### src/sv/scad_pkg.sv
// ----------------------------------------------------------------------------
// scad_pkg: shared types and constants for the stick command arm/disarm block
// Holds the field widths, the register map, the reset values and the
// payload structures that the coder and the top level both use.
// ----------------------------------------------------------------------------
package scad_pkg;

  localparam int unsigned NUM_CHAN   = 4;
  localparam int unsigned PULSE_W    = 16;
  localparam int unsigned CODE_W     = 2 * NUM_CHAN;
  localparam int unsigned HOLD_W     = 8;
  localparam int unsigned IDLE_W     = 16;
  localparam int unsigned CFG_DATA_W = 16;
  localparam int unsigned CFG_IDX_W  = 3;

  localparam logic [HOLD_W-1:0] HOLD_SATURATE = 8'd250;
  localparam logic [HOLD_W-1:0] HOLD_TRIGGER  = 8'd150;

  // Within each 2-bit channel code: upper bit above min, lower bit below max.
  localparam int unsigned BIT_ABOVE_MIN = 1;
  localparam int unsigned BIT_BELOW_MAX = 0;

  localparam logic [PULSE_W-1:0] MIN_THR_RESET    = 16'd1100;
  localparam logic [PULSE_W-1:0] MAX_THR_RESET    = 16'd1900;
  localparam logic [CODE_W-1:0]  ARM_PAT_RESET    = 8'd111;
  localparam logic [CODE_W-1:0]  DISARM_PAT_RESET = 8'd95;
  localparam logic [CODE_W-1:0]  IDLE_PAT_RESET   = 8'd127;
  localparam logic [IDLE_W-1:0]  AUTO_LIMIT_RESET = 16'd1000;

  typedef enum logic [CFG_IDX_W-1:0] {
    CFG_MIN_THRESHOLD     = 3'd0,
    CFG_MAX_THRESHOLD     = 3'd1,
    CFG_ARM_PATTERN       = 3'd2,
    CFG_DISARM_PATTERN    = 3'd3,
    CFG_IDLE_PATTERN      = 3'd4,
    CFG_AUTO_DISARM_LIMIT = 3'd5
  } scad_cfg_idx_t;

  typedef logic [PULSE_W-1:0] scad_pulse_t;
  typedef scad_pulse_t [NUM_CHAN-1:0] scad_pulses_t;

  typedef struct packed {
    logic [PULSE_W-1:0] min_threshold;
    logic [PULSE_W-1:0] max_threshold;
  } scad_thr_t;

  typedef struct packed {
    logic              armed_now;
    logic              arm_event;
    logic              disarm_event;
    logic              auto_disarm_event;
    logic [CODE_W-1:0] stick_code;
  } scad_result_t;

endpackage

### src/sv/scad_if.sv
// ----------------------------------------------------------------------------
// scad_if: valid/ready channels of the stick command arm/disarm block
// scad_in_if carries one sample of four stick pulse widths; scad_out_if
// carries the arming status and the stick code of one processed sample.
// ----------------------------------------------------------------------------
interface scad_in_if;
  import scad_pkg::*;

  logic               valid;
  logic               ready;
  logic [PULSE_W-1:0] chan0_pulse;
  logic [PULSE_W-1:0] chan1_pulse;
  logic [PULSE_W-1:0] chan2_pulse;
  logic [PULSE_W-1:0] chan3_pulse;

  modport source (output valid, output chan0_pulse, output chan1_pulse,
                  output chan2_pulse, output chan3_pulse, input ready);
  modport sink   (input valid, input chan0_pulse, input chan1_pulse,
                  input chan2_pulse, input chan3_pulse, output ready);
endinterface

interface scad_out_if;
  import scad_pkg::*;

  logic              valid;
  logic              ready;
  logic              armed_now;
  logic              arm_event;
  logic              disarm_event;
  logic              auto_disarm_event;
  logic [CODE_W-1:0] stick_code;

  modport source (output valid, output armed_now, output arm_event,
                  output disarm_event, output auto_disarm_event,
                  output stick_code, input ready);
  modport sink   (input valid, input armed_now, input arm_event,
                  input disarm_event, input auto_disarm_event,
                  input stick_code, output ready);
endinterface

### src/sv/scad_stick_coder.sv
// ----------------------------------------------------------------------------
// scad_stick_coder: classifies four stick pulses into a packed code
// Each channel gives two bits, above-min and below-max; channel n sits in
// bits 2n+1:2n of the code.
// ----------------------------------------------------------------------------
module scad_stick_coder
  import scad_pkg::*;
(
  input  scad_pulses_t      pulses,
  input  scad_thr_t         thr,
  output logic [CODE_W-1:0] code
);

  always_comb begin
    code = '0;
    for (int n = 0; n < NUM_CHAN; n++) begin
      code[2*n + BIT_ABOVE_MIN] = (pulses[n] > thr.min_threshold);
      code[2*n + BIT_BELOW_MAX] = (pulses[n] < thr.max_threshold);
    end
  end

endmodule

### src/sv/stick_command_arm_disarm.sv
// ----------------------------------------------------------------------------
// stick_command_arm_disarm: arming by held stick command with idle timeout
// Top level of the block. Samples of four stick channels come in on in_ch;
// one status result per sample leaves on out_ch.
// ----------------------------------------------------------------------------
// Usage:
//   in_ch carries four 16-bit pulse widths; a transfer takes place at a rising
//   edge with valid and ready both high. Each sample yields exactly one
//   result on out_ch: the armed flag, the arm, disarm and auto-disarm events
//   and the packed stick code.
//   A sample is captured in the input register on its transfer; its result
//   is loaded into the output register when that register is empty or being
//   read. One sample per cycle is sustained while out_ch.ready stays high;
//   the hold, idle and armed registers update as the result is loaded.
//   If the receiver stalls, the result is held and the input register can
//   still take one more sample; in_ch.ready drops only when both are full.
//   Configuration is written through cfg_we/cfg_index/cfg_data while the
//   block is idle; writes to an index past the register list are ignored.
//   Synchronous reset (rst_n low) empties both registers, restores the
//   register defaults and clears the hold count, idle count, last code and
//   armed flag, leaving the block disarmed.
// ----------------------------------------------------------------------------
module stick_command_arm_disarm
  import scad_pkg::*;
(
  input  logic                  clk,
  input  logic                  rst_n,
  scad_in_if.sink               in_ch,
  scad_out_if.source            out_ch,
  input  logic                  cfg_we,
  input  logic [CFG_IDX_W-1:0]  cfg_index,
  input  logic [CFG_DATA_W-1:0] cfg_data
);

  // Configuration registers.
  logic [PULSE_W-1:0] min_thr_r;
  logic [PULSE_W-1:0] max_thr_r;
  logic [CODE_W-1:0]  arm_pat_r;
  logic [CODE_W-1:0]  disarm_pat_r;
  logic [CODE_W-1:0]  idle_pat_r;
  logic [IDLE_W-1:0]  auto_limit_r;

  // Block state.
  logic [CODE_W-1:0]  last_pat_r, last_pat_nxt;
  logic [HOLD_W-1:0]  hold_cnt_r, hold_cnt_nxt;
  logic [IDLE_W-1:0]  idle_cnt_r, idle_cnt_nxt;
  logic               armed_r, armed_nxt;

  // Pipeline registers.
  logic               s1_valid_r;
  scad_pulses_t       s1_pulses_r;
  logic               out_valid_r;
  scad_result_t       out_res_r, res_nxt;

  logic               advance;
  logic [CODE_W-1:0]  code;
  scad_thr_t          thr;

  assign advance      = !out_valid_r || out_ch.ready;
  assign in_ch.ready  = !s1_valid_r || advance;

  always_ff @(posedge clk) begin
    if (!rst_n) begin
      min_thr_r    <= MIN_THR_RESET;
      max_thr_r    <= MAX_THR_RESET;
      arm_pat_r    <= ARM_PAT_RESET;
      disarm_pat_r <= DISARM_PAT_RESET;
      idle_pat_r   <= IDLE_PAT_RESET;
      auto_limit_r <= AUTO_LIMIT_RESET;
    end else if (cfg_we) begin
      case (cfg_index)
        CFG_MIN_THRESHOLD:     min_thr_r    <= cfg_data;
        CFG_MAX_THRESHOLD:     max_thr_r    <= cfg_data;
        CFG_ARM_PATTERN:       arm_pat_r    <= cfg_data[CODE_W-1:0];
        CFG_DISARM_PATTERN:    disarm_pat_r <= cfg_data[CODE_W-1:0];
        CFG_IDLE_PATTERN:      idle_pat_r   <= cfg_data[CODE_W-1:0];
        CFG_AUTO_DISARM_LIMIT: auto_limit_r <= cfg_data;
        default: ;
      endcase
    end
  end

  assign thr.min_threshold = min_thr_r;
  assign thr.max_threshold = max_thr_r;

  scad_stick_coder u_coder (
    .pulses (s1_pulses_r),
    .thr    (thr),
    .code   (code)
  );

  always_comb begin
    logic armed_mid;
    logic ev_arm;
    logic ev_disarm;
    logic ev_auto;

    if (code == last_pat_r) begin
      hold_cnt_nxt = (hold_cnt_r < HOLD_SATURATE) ? hold_cnt_r + 1'b1 : hold_cnt_r;
    end else begin
      hold_cnt_nxt = '0;
    end
    last_pat_nxt = code;

    armed_mid = armed_r;
    ev_arm    = 1'b0;
    ev_disarm = 1'b0;
    if (hold_cnt_nxt == HOLD_TRIGGER) begin
      if (armed_r) begin
        if (code == disarm_pat_r) begin
          armed_mid = 1'b0;
          ev_disarm = 1'b1;
        end
      end else if (code == arm_pat_r) begin
        armed_mid = 1'b1;
        ev_arm    = 1'b1;
      end
    end

    // The idle timeout runs on the flag as it stands after the hold rule,
    // so a sample that arms can also time out at once.
    armed_nxt    = armed_mid;
    idle_cnt_nxt = idle_cnt_r;
    ev_auto      = 1'b0;
    if (armed_mid) begin
      if (code == idle_pat_r) begin
        if (idle_cnt_r < auto_limit_r) begin
          idle_cnt_nxt = idle_cnt_r + 1'b1;
        end else begin
          armed_nxt = 1'b0;
          ev_auto   = 1'b1;
        end
      end else begin
        idle_cnt_nxt = '0;
      end
    end

    res_nxt.armed_now         = armed_nxt;
    res_nxt.arm_event         = ev_arm;
    res_nxt.disarm_event      = ev_disarm;
    res_nxt.auto_disarm_event = ev_auto;
    res_nxt.stick_code        = code;
  end

  always_ff @(posedge clk) begin
    if (!rst_n) begin
      s1_valid_r  <= 1'b0;
      out_valid_r <= 1'b0;
      last_pat_r  <= '0;
      hold_cnt_r  <= '0;
      idle_cnt_r  <= '0;
      armed_r     <= 1'b0;
    end else begin
      if (in_ch.ready) begin
        s1_valid_r <= in_ch.valid;
      end
      if (advance) begin
        out_valid_r <= s1_valid_r;
        if (s1_valid_r) begin
          last_pat_r <= last_pat_nxt;
          hold_cnt_r <= hold_cnt_nxt;
          idle_cnt_r <= idle_cnt_nxt;
          armed_r    <= armed_nxt;
        end
      end
    end
  end

  always_ff @(posedge clk) begin
    if (in_ch.ready && in_ch.valid) begin
      s1_pulses_r[0] <= in_ch.chan0_pulse;
      s1_pulses_r[1] <= in_ch.chan1_pulse;
      s1_pulses_r[2] <= in_ch.chan2_pulse;
      s1_pulses_r[3] <= in_ch.chan3_pulse;
    end
    if (advance && s1_valid_r) begin
      out_res_r <= res_nxt;
    end
  end

  assign out_ch.valid             = out_valid_r;
  assign out_ch.armed_now         = out_res_r.armed_now;
  assign out_ch.arm_event         = out_res_r.arm_event;
  assign out_ch.disarm_event      = out_res_r.disarm_event;
  assign out_ch.auto_disarm_event = out_res_r.auto_disarm_event;
  assign out_ch.stick_code        = out_res_r.stick_code;

  // The hold counter saturates and never passes its ceiling.
  a_hold_sat: assert property (@(posedge clk) disable iff (!rst_n)
    hold_cnt_r <= HOLD_SATURATE)
    else $error("hold counter above saturation value");

  // A held command cannot both arm and disarm on one sample.
  a_arm_excl: assert property (@(posedge clk) disable iff (!rst_n)
    out_valid_r |-> !(out_res_r.arm_event && out_res_r.disarm_event))
    else $error("arm and disarm events on the same sample");

  // Any disarm event leaves the block disarmed.
  a_disarm_flag: assert property (@(posedge clk) disable iff (!rst_n)
    out_valid_r && (out_res_r.disarm_event || out_res_r.auto_disarm_event)
      |-> !out_res_r.armed_now)
    else $error("disarm event with armed flag set");

  // The reported flag matches the state once the result has been loaded.
  a_flag_state: assert property (@(posedge clk) disable iff (!rst_n)
    advance && s1_valid_r |=> out_res_r.armed_now == armed_r)
    else $error("reported armed flag differs from state");

endmodule

### src/flat_wrapper.sv
// flat-port wrapper written by rule: the top's interface ports become plain ports
module stick_command_arm_disarm_flat import scad_pkg::*;
  (clk, rst_n, cfg_we, cfg_index, cfg_data, in_ch_valid, in_ch_chan0_pulse, in_ch_chan1_pulse, in_ch_chan2_pulse, in_ch_chan3_pulse, in_ch_ready, out_ch_valid, out_ch_armed_now, out_ch_arm_event, out_ch_disarm_event, out_ch_auto_disarm_event, out_ch_stick_code, out_ch_ready);
  scad_in_if in_ch_i ();
  scad_out_if out_ch_i ();
  input  logic clk;
  input  logic rst_n;
  input  logic cfg_we;
  input  logic [CFG_IDX_W-1:0] cfg_index;
  input  logic [CFG_DATA_W-1:0] cfg_data;
  input wire logic [$bits(in_ch_i.valid)-1:0] in_ch_valid;
  input wire logic [$bits(in_ch_i.chan0_pulse)-1:0] in_ch_chan0_pulse;
  input wire logic [$bits(in_ch_i.chan1_pulse)-1:0] in_ch_chan1_pulse;
  input wire logic [$bits(in_ch_i.chan2_pulse)-1:0] in_ch_chan2_pulse;
  input wire logic [$bits(in_ch_i.chan3_pulse)-1:0] in_ch_chan3_pulse;
  output wire logic [$bits(in_ch_i.ready)-1:0] in_ch_ready;
  output wire logic [$bits(out_ch_i.valid)-1:0] out_ch_valid;
  output wire logic [$bits(out_ch_i.armed_now)-1:0] out_ch_armed_now;
  output wire logic [$bits(out_ch_i.arm_event)-1:0] out_ch_arm_event;
  output wire logic [$bits(out_ch_i.disarm_event)-1:0] out_ch_disarm_event;
  output wire logic [$bits(out_ch_i.auto_disarm_event)-1:0] out_ch_auto_disarm_event;
  output wire logic [$bits(out_ch_i.stick_code)-1:0] out_ch_stick_code;
  input wire logic [$bits(out_ch_i.ready)-1:0] out_ch_ready;
  assign in_ch_i.valid = in_ch_valid;
  assign in_ch_i.chan0_pulse = in_ch_chan0_pulse;
  assign in_ch_i.chan1_pulse = in_ch_chan1_pulse;
  assign in_ch_i.chan2_pulse = in_ch_chan2_pulse;
  assign in_ch_i.chan3_pulse = in_ch_chan3_pulse;
  assign in_ch_ready = in_ch_i.ready;
  assign out_ch_valid = out_ch_i.valid;
  assign out_ch_armed_now = out_ch_i.armed_now;
  assign out_ch_arm_event = out_ch_i.arm_event;
  assign out_ch_disarm_event = out_ch_i.disarm_event;
  assign out_ch_auto_disarm_event = out_ch_i.auto_disarm_event;
  assign out_ch_stick_code = out_ch_i.stick_code;
  assign out_ch_i.ready = out_ch_ready;
  stick_command_arm_disarm u_core (.clk(clk), .rst_n(rst_n), .in_ch(in_ch_i), .out_ch(out_ch_i), .cfg_we(cfg_we), .cfg_index(cfg_index), .cfg_data(cfg_data));
endmodule
### config.mk
export PLATFORM = sky130hd
export DESIGN_NAME = stick_command_arm_disarm_flat
export DESIGN_NICKNAME = d
export VERILOG_FILES = /design/src/sv/scad_pkg.sv /design/src/sv/scad_if.sv /design/src/sv/scad_stick_coder.sv /design/src/sv/stick_command_arm_disarm.sv /design/src/flat_wrapper.sv
export SDC_FILE = /design/constraint.sdc
export NUM_CORES = 1
export LEC_CHECK = 0
export ABC_AREA = 1
export CAP_MARGIN = 20
export CELL_PAD_IN_SITES_DETAIL_PLACEMENT = 1
export CELL_PAD_IN_SITES_GLOBAL_PLACEMENT = 2
export CORE_AREA = 2 2 185 187
export CTS_BUF_LIST = sky130_fd_sc_hd__clkbuf_8
export CTS_CLUSTER_DIAMETER = 100
export DETAILED_ROUTE_END_ITERATION = 12
export DIE_AREA = 0 0 187 189
export DONT_BUFFER_PORTS = 1
export PLACE_DENSITY_LB_ADDON = 0.3
export SLEW_MARGIN = 10
export SYNTH_ARGS = -nofsm -noshare
export SYNTH_HDL_FRONTEND = slang
export SYNTH_SLANG_ARGS = --single-unit
### constraint.sdc
create_clock -name clk -period 2.6 [get_ports clk]
set_input_delay 0.13 -clock clk [delete_from_list [all_inputs] [get_ports clk]]
set_output_delay 0.13 -clock clk [all_outputs]
set_load 0.01 [all_outputs]
==> results of run 1 <==
==> Yosys cell counts, types with 9 or more instances <==
cell type and instances:
nand2_1 298, inv_1 165, ha_1 141, a21oi_1 115, dfxtp_1 107, nor2_1 100
edfxtp_1 76, o21ai_0 71, nand3_1 60, nand4_1 27, o211ai_1 25, clkbuf_1 23
nor3_1 16, xor2_1 10, nand2_2 9
==> metrics by stage <==
stage               hold WS [ns]  cell area (µm²)
floorplan                  0.229            10600
global placement           0.229            11900
detailed placement         0.229            11900
CTS                       0.0432            14400
global route              0.0814            14500
finish                    0.0746            14500
==> critical path: cells and delay by family (launching register included) <==
family / cells / cell delay [ns]
adder cells (fa/ha/maj): 1 / 0.31
AND/OR/NAND/NOR: 16 / 1.94
buffers and inverters: 3 / 0.31
flip-flops: 1 / 0.47
==> how the worst max path moves through the flow <==
stage | from | slack [ns] | endpoint | cells past startpoint
3_5_place_dp | u_core.min_thr_r[13] | -0.72 | u_core.idle_cnt_r[0] | 21
3_3_place_gp | u_core.min_thr_r[13] | -0.62 | u_core.idle_cnt_r[2] | 22
6_report | u_core.s1_pulses_r[27] | -0.53 | u_core.idle_cnt_r[12] | 20
4_1_cts | u_core.s1_pulses_r[26] | -0.41 | u_core.idle_cnt_r[5] | 21
5_1_grt | u_core.s1_pulses_r[27] | -0.71 | u_core.idle_cnt_r[11] | 20
2_1_floorplan | u_core.s1_pulses_r[59] | 0.001 | u_core.out_ch.armed_now | 15
==> sequential cells by signal, indices dropped and copies added, names as in the netlist, 8 cells and up <==
| name | cells |
|---|---|
| u_core.last_pat_r | 8 |
| u_core.auto_limit_r | 16 |
| u_core.s1_pulses_r | 64 |
| u_core.arm_pat_r | 8 |
| u_core.idle_cnt_r | 16 |
| u_core.disarm_pat_r | 8 |
| u_core.out_ch.stick_code | 8 |
| u_core.hold_cnt_r | 8 |
| u_core.min_thr_r | 16 |
| u_core.max_thr_r | 16 |
| u_core.idle_pat_r | 8 |
==> kinds of logic (layout without fill, tap and decap cells) <==
logic type,after synthesis,after routing,share of synthesized area
adders and majority gates,141,141,0.167
DFF,183,183,0.418
and+or+nand+nor,531,534,0.216
AOI/OAI and AO/OA,224,224,0.115
xor gates and xnor gates,14,14,0.0116
buffers and inverters,200,490,0.0727
==> cell type report <==
| class | instances | area (µm²) | share of cell area |
|---|---|---|---|
| Clock inverter | 15 | 213 | 0.0147 |
| Inverter | 171 | 644 | 0.0445 |
| Sequential cell | 183 | 4430 | 0.305 |
| Multi-Input combinational cell | 913 | 5760 | 0.397 |
| Tap cell | 448 | 561 | 0.0387 |
| Timing Repair Buffer | 287 | 2660 | 0.183 |
| Clock buffer | 17 | 234 | 0.0161 |
==> layer usage <==
metal,global-route usage,up-vias,share of wire
met4,0.0458,0,0.012
li1,-,4906,-
met1,0.286,4832,0.46
met5,0,-,0
met2,0.368,172,0.48
met3,0.0426,20,0.045
==> report_power, final <==
| group | switching [mW] | internal [mW] |
|---|---|---|
| clock | 1.22 | 1.07 |
| combinational | 0.641 | 0.557 |
| sequential | 0.0919 | 3.13 |
| total | 1.96 | 4.76 |
==> placed cells by master (no fill, tap or decap), types with 6 or more instances in the layout <==
master,count
a21oi_2,9
buf_4,122
o21ai_0,68
nor2_2,7
nand2_2,25
nand3b_1,8
dlygate4sd3_1,150
nor3_2,8
o211ai_1,25
ha_1,137
nand2_4,6
nor3_1,10
nor2_1,89
nor2_4,6
edfxtp_1,76
dfxtp_1,105
inv_1,150
nand2_1,276
xor2_1,9
clkbuf_8,17
a21oi_1,106
inv_2,20
buf_6,8
nand3_1,56
nand4_1,27
==> timing repair <==
item                                    CTS  global route
buffers inserted                         40             4
resized for setup                        84            27
cloned                                    5             0
hold buffers                            151             0
pin swaps                                39            29
endpoints found under the hold margin   167             0
endpoints found under the setup margin   29            29
==> results.toml, run 1 <==
[floorplan]
dieArea_um2 = 35300
io_pins = 102
num_rows = 67
die_h_um = 189
initial_utilization = 0.318
core_um2 = 33300
die_w_um = 187

[placed_design]
dp_slack_ns = -0.721
place_inst = 1823
port_buffers = 0
dp.final_hpwl_mm = 26.0
gp_congestion = 0.810

[setup_path]
r2r_cells = 20
cp_max_fo = 7
r2r_end = "u_core.idle_cnt_r[12]"
worst_ep_arrival_time_ns = 3.54
crit_chain = "ha_4 -> nand4_1 -> nor3_4 -> nand2_2 -> nand2_4 -> nand2_4 -> buf_6 -> nand2_2 -> nand2_2 -> nor2_1 -> nand2_1 -> nor2_4 -> nand4_1 -> nand2_2 -> nand2_8 -> buf_6 -> nand3_4 -> nand2_1 -> inv_2 -> nor2_1"
r2r_slack_ns = -0.53
crit_type = "reg2reg"
cpMostUsedCell = "nand2_2"
crit_required_ns = 3.02
timing.rr.start = "u_core.s1_pulses_r[27]"
max_stage_delay_ns = 0.47
worstSetupEndpointType = "flop"
crit_slowest_cell = "edfxtp_1"
critPathLaunchType = "flop"

[sta]
finalSetupTns_ns = -9.94
setup_viol = 28
period_minus_slack_ns = 3.13
max_freq_mhz = 320
worstMarginPinSlew_ns = 0.745
finalHoldViolations = 0
final.setup.worst_slack_ns = -0.526
fin_crit_sh = 1.20
max_slew_margin = 0.501
finalClockSkew_ns = 0.0158
drv_slew = 0
rsz0062_at_grt = "true"

[finish]
fin_nets = 1802
utilization = 0.436
n_fill_cell = 3964
drive_above_1_share = 0.172
area_growth_pct = 37.0
stdcell_count = 2034
antenna_cells = 0

[power_and_ir_drop]
peakVddDrop_mv = 0.333
p_total_mw = 6.71
p_leak_nw = 6.43
power_density_nw_per_um2 = 463

[yosys]
syn-cell-area_um2 = 10600
synthFlopType = "dfxtp_1"
synthArstFlopShare = 0
syn_nets = 1522
ys_seq_area_frac = 0.418
yosysWarnings = 0
syn_avg_cell_area_um2 = 8.18
synth_cell_type_count = 38
synth_top_area_frac = 0.216
synth_edf_count = 76
syn_inst = 1293
yosysTopAreaCell = "edfxtp_1"
synth_area_leaders = "edfxtp_1 22%, dfxtp_1 20%, ha_1 17%"
ys_ff_latch = 183

[grt]
grt-ovfl-total = 0
grt_max_degree = 76
antenna_found_initial = 0
grt_pass1_wl_mm = 59.1
grt.total_usage = 0.217
grt_pass1_vias = 10476

[status]
violations = "negative setup slack"
status = "complete, but fails checks"

[clocking]
numClockSinks = 183
clock_latency_ns = 0.50
cts.clk_slew.worst_paths_ns = 0.11
cts_max_path_buffers = 2
cts_buffers = 17
cts-root-buf = "clkbuf_8"
h-tree-depth = 4
cts_tree = "built"

[drt]
drt_iter0_drc = 466
wirelength_mm = 37.1
via_per_inst = 4.88
first_pass_iters = 5
num_vias = 9930
ant_nets = 0
remaining_drc_errors = 0
routedWlPerCell_um = 18.2

[hold_path]
min_from = "cfg_index[0]"
holdPathStages = 4
min_to = "u_core.arm_pat_r[4]"
hp-class = "in2reg"

[job]
cap_violations = 0
Note: power is estimated with default switching activity, not from simulation.
==> run 2: changes to the inputs <==
--- a/config.mk
+++ b/config.mk
@@ -9,13 +9,14 @@
 export CAP_MARGIN = 20
 export CELL_PAD_IN_SITES_DETAIL_PLACEMENT = 1
 export CELL_PAD_IN_SITES_GLOBAL_PLACEMENT = 2
-export CORE_AREA = 2 2 185 187
+export CORE_AREA = 3 3 186 188
 export CTS_BUF_LIST = sky130_fd_sc_hd__clkbuf_8
 export CTS_CLUSTER_DIAMETER = 100
 export DETAILED_ROUTE_END_ITERATION = 12
-export DIE_AREA = 0 0 187 189
+export DIE_AREA = 0 0 189 191
 export DONT_BUFFER_PORTS = 1
 export PLACE_DENSITY_LB_ADDON = 0.3
+export REMOVE_ABC_BUFFERS = 1
 export SLEW_MARGIN = 10
 export SYNTH_ARGS = -nofsm -noshare
 export SYNTH_HDL_FRONTEND = slang
==> constraint.sdc (replaced) <==
create_clock -name clk -period 3.8 [get_ports clk]
set_input_delay 0.19 -clock clk [delete_from_list [all_inputs] [get_ports clk]]
set_output_delay 0.19 -clock clk [all_outputs]
set_load 0.01 [all_outputs]
==> results.toml, run 2 (same netlist as run 1, synthesis figures left out) <==
[floorplan]
die_h_um = 191
io_pins = 102
dieArea_um2 = 36100
die_w_um = 189
core_um2 = 33300
initial_utilization = 0.318
num_rows = 67

[clocking]
cts_max_path_buffers = 2
cts_tree = "built"
h-tree-depth = 4
numClockSinks = 183
postCtsSetupBuffers = 0
cts_buffers = 17
cts-root-buf = "clkbuf_8"
cts.clk_slew.worst_paths_ns = 0.09
clock_latency_ns = 0.49

[setup_path]
worstSetupEndpointType = "flop"
crit_required_ns = 4.18
r2r_slack_ns = 0.38
r2r_end = "u_core.idle_cnt_r[15]"
cp_max_fo = 15
crit_type = "reg2reg"
worst_ep_arrival_time_ns = 3.80
critPathLaunchType = "flop"
r2r_cells = 19
timing.rr.start = "u_core.max_thr_r[14]"

[grt]
antenna_found_initial = 0
grt_max_degree = 95
grt.total_usage = 0.181
grt_pass1_wl_mm = 50.6
grt_pass1_vias = 9098
grt-ovfl-total = 0

[finish]
antenna_cells = 0
fin_nets = 1607
drive_above_1_share = 0.0503
layout_common_cells = "298 x nand2_1, 163 x inv_1, 141 x ha_1"
area_growth_pct = 16.8
layout_commonest_cell = "nand2_1"
largest_register = "u_core.s1_pulses_r"
utilization = 0.371
final_area_um2 = 12400
largest_reg_flops = 64

[hold_path]
min_to = "u_core.auto_limit_r[9]"
holdPathStages = 4
hp-class = "in2reg"
min_from = "cfg_index[1]"

[sta]
final.setup.worst_slack_ns = 0.378
period_minus_slack_ns = 3.42
worstMarginPinSlew_ns = 0.890
drv_slew = 0
finalSetupTns_ns = 0
max_freq_mhz = 292
rsz0062_at_grt = "false"
finalClockSkew_ns = 0.0192
setup_viol = 0
finalHoldViolations = 0
fin_crit_sh = 0.901
max_slew_margin = 0.406

[status]
status = "finished, final reports clean"

[placed_design]
gp_congestion = 0.798
dp.final_hpwl_mm = 24.2
postPlaceCellArea_um2 = 11100
port_buffers = 0
dp_slack_ns = 0.227

[drt]
first_pass_iters = 4
via_per_inst = 4.79
num_vias = 8803
wirelength_mm = 32.1
ant_nets = 0
remaining_drc_errors = 0
routedWlPerCell_um = 17.4
drt_iter0_drc = 385

[power_and_ir_drop]
power_density_nw_per_um2 = 341
peakVddDrop_mv = 0.215
p_leak_nw = 5.55

[job]
cap_violations = 0
## run 2: cell types whose count changed in the layout (fill, tap and decap cells not counted), sizes merged
cell	change
bufbuf	-1
inv	-5
bufinv	-2
nand3	-2
dlygate4sd3	-66
buf	-126
clkinv	+6
clkbuf	+1
## run 2: how the worst max path moves through the flow
stage | start | to | slack, ns | depth (start not counted)
floorplan | u_core.s1_pulses_r[41] | u_core.idle_cnt_r[2] | 1.11 | 15
global placement | u_core.max_thr_r[13] | u_core.idle_cnt_r[10] | 0.25 | 14
detailed placement | u_core.max_thr_r[14] | u_core.idle_cnt_r[7] | 0.23 | 14
CTS | u_core.max_thr_r[14] | u_core.idle_cnt_r[15] | 0.20 | 14
global route | u_core.min_thr_r[5] | u_core.idle_cnt_r[0] | 0.01 | 22
finish | u_core.max_thr_r[14] | u_core.idle_cnt_r[15] | 0.38 | 19
## run 2: worst max-delay path, cell delays in order (launching register included)
cell and delay (ns):
dfxtp_1 0.32, inv_1 0.13, ha_1 0.34, nand4_1 0.17, nor3_1 0.38, nand2_1 0.24
nand2_2 0.23, nand2_1 0.07, nand2_1 0.08, nand2_1 0.08, inv_1 0.05, nand2_1 0.08
nor2_4 0.19, nand2_2 0.08, nor2_2 0.12, nand2_2 0.07, nand2_4 0.17, nand3_2 0.26
nor2_1 0.18, nor2_1 0.06
## run 2: power by group
group	switching, mW	internal [mW]	total (mW)
logic	0.397	0.243	0.640
clock network	0.777	0.608	1.39
registers	0.0562	2.14	2.20
total	1.23	2.99	4.22
## run 2: per-stage QoR
| step | hold slack, ns | cells | power (mW) |
|---|---|---|---|
| floorplan | 0.274 | 1264 | 2.60 |
| global placement | 0.289 | 1720 | 2.76 |
| detailed placement | 0.289 | 1720 | 2.78 |
| CTS | 0.0490 | 1837 | 4.30 |
| global route | 0.0503 | 1839 | 4.46 |
| finish | 0.0412 | 1839 | 4.22 |
## run 2: layout make-up
type	count	area (µm²)
tap	448	561
sequential	183	4420
fill	4000	20900
inverter	171	642
multi-input combinational	911	5400
clock buffer	18	248
clock inverter	14	149
timing repair buffer	94	936
## run 2: routing by layer
metal / vias up / wire length, µm / track usage
met5: - / 0 / 0
met4: 0 / 403 / 0.0433
met3: 23 / 807 / 0.0293
met2: 105 / 15100 / 0.307
met1: 4169 / 15800 / 0.242
li1: 4506 / - / -
## run 2: repair_timing
| action | in CTS | in global routing |
|---|---|---|
| hold buffers | 85 | 0 |
| resized for setup | 0 | 1 |
| hold endpoints to repair | 167 | 0 |
| endpoints found under the setup margin | 0 | 15 |
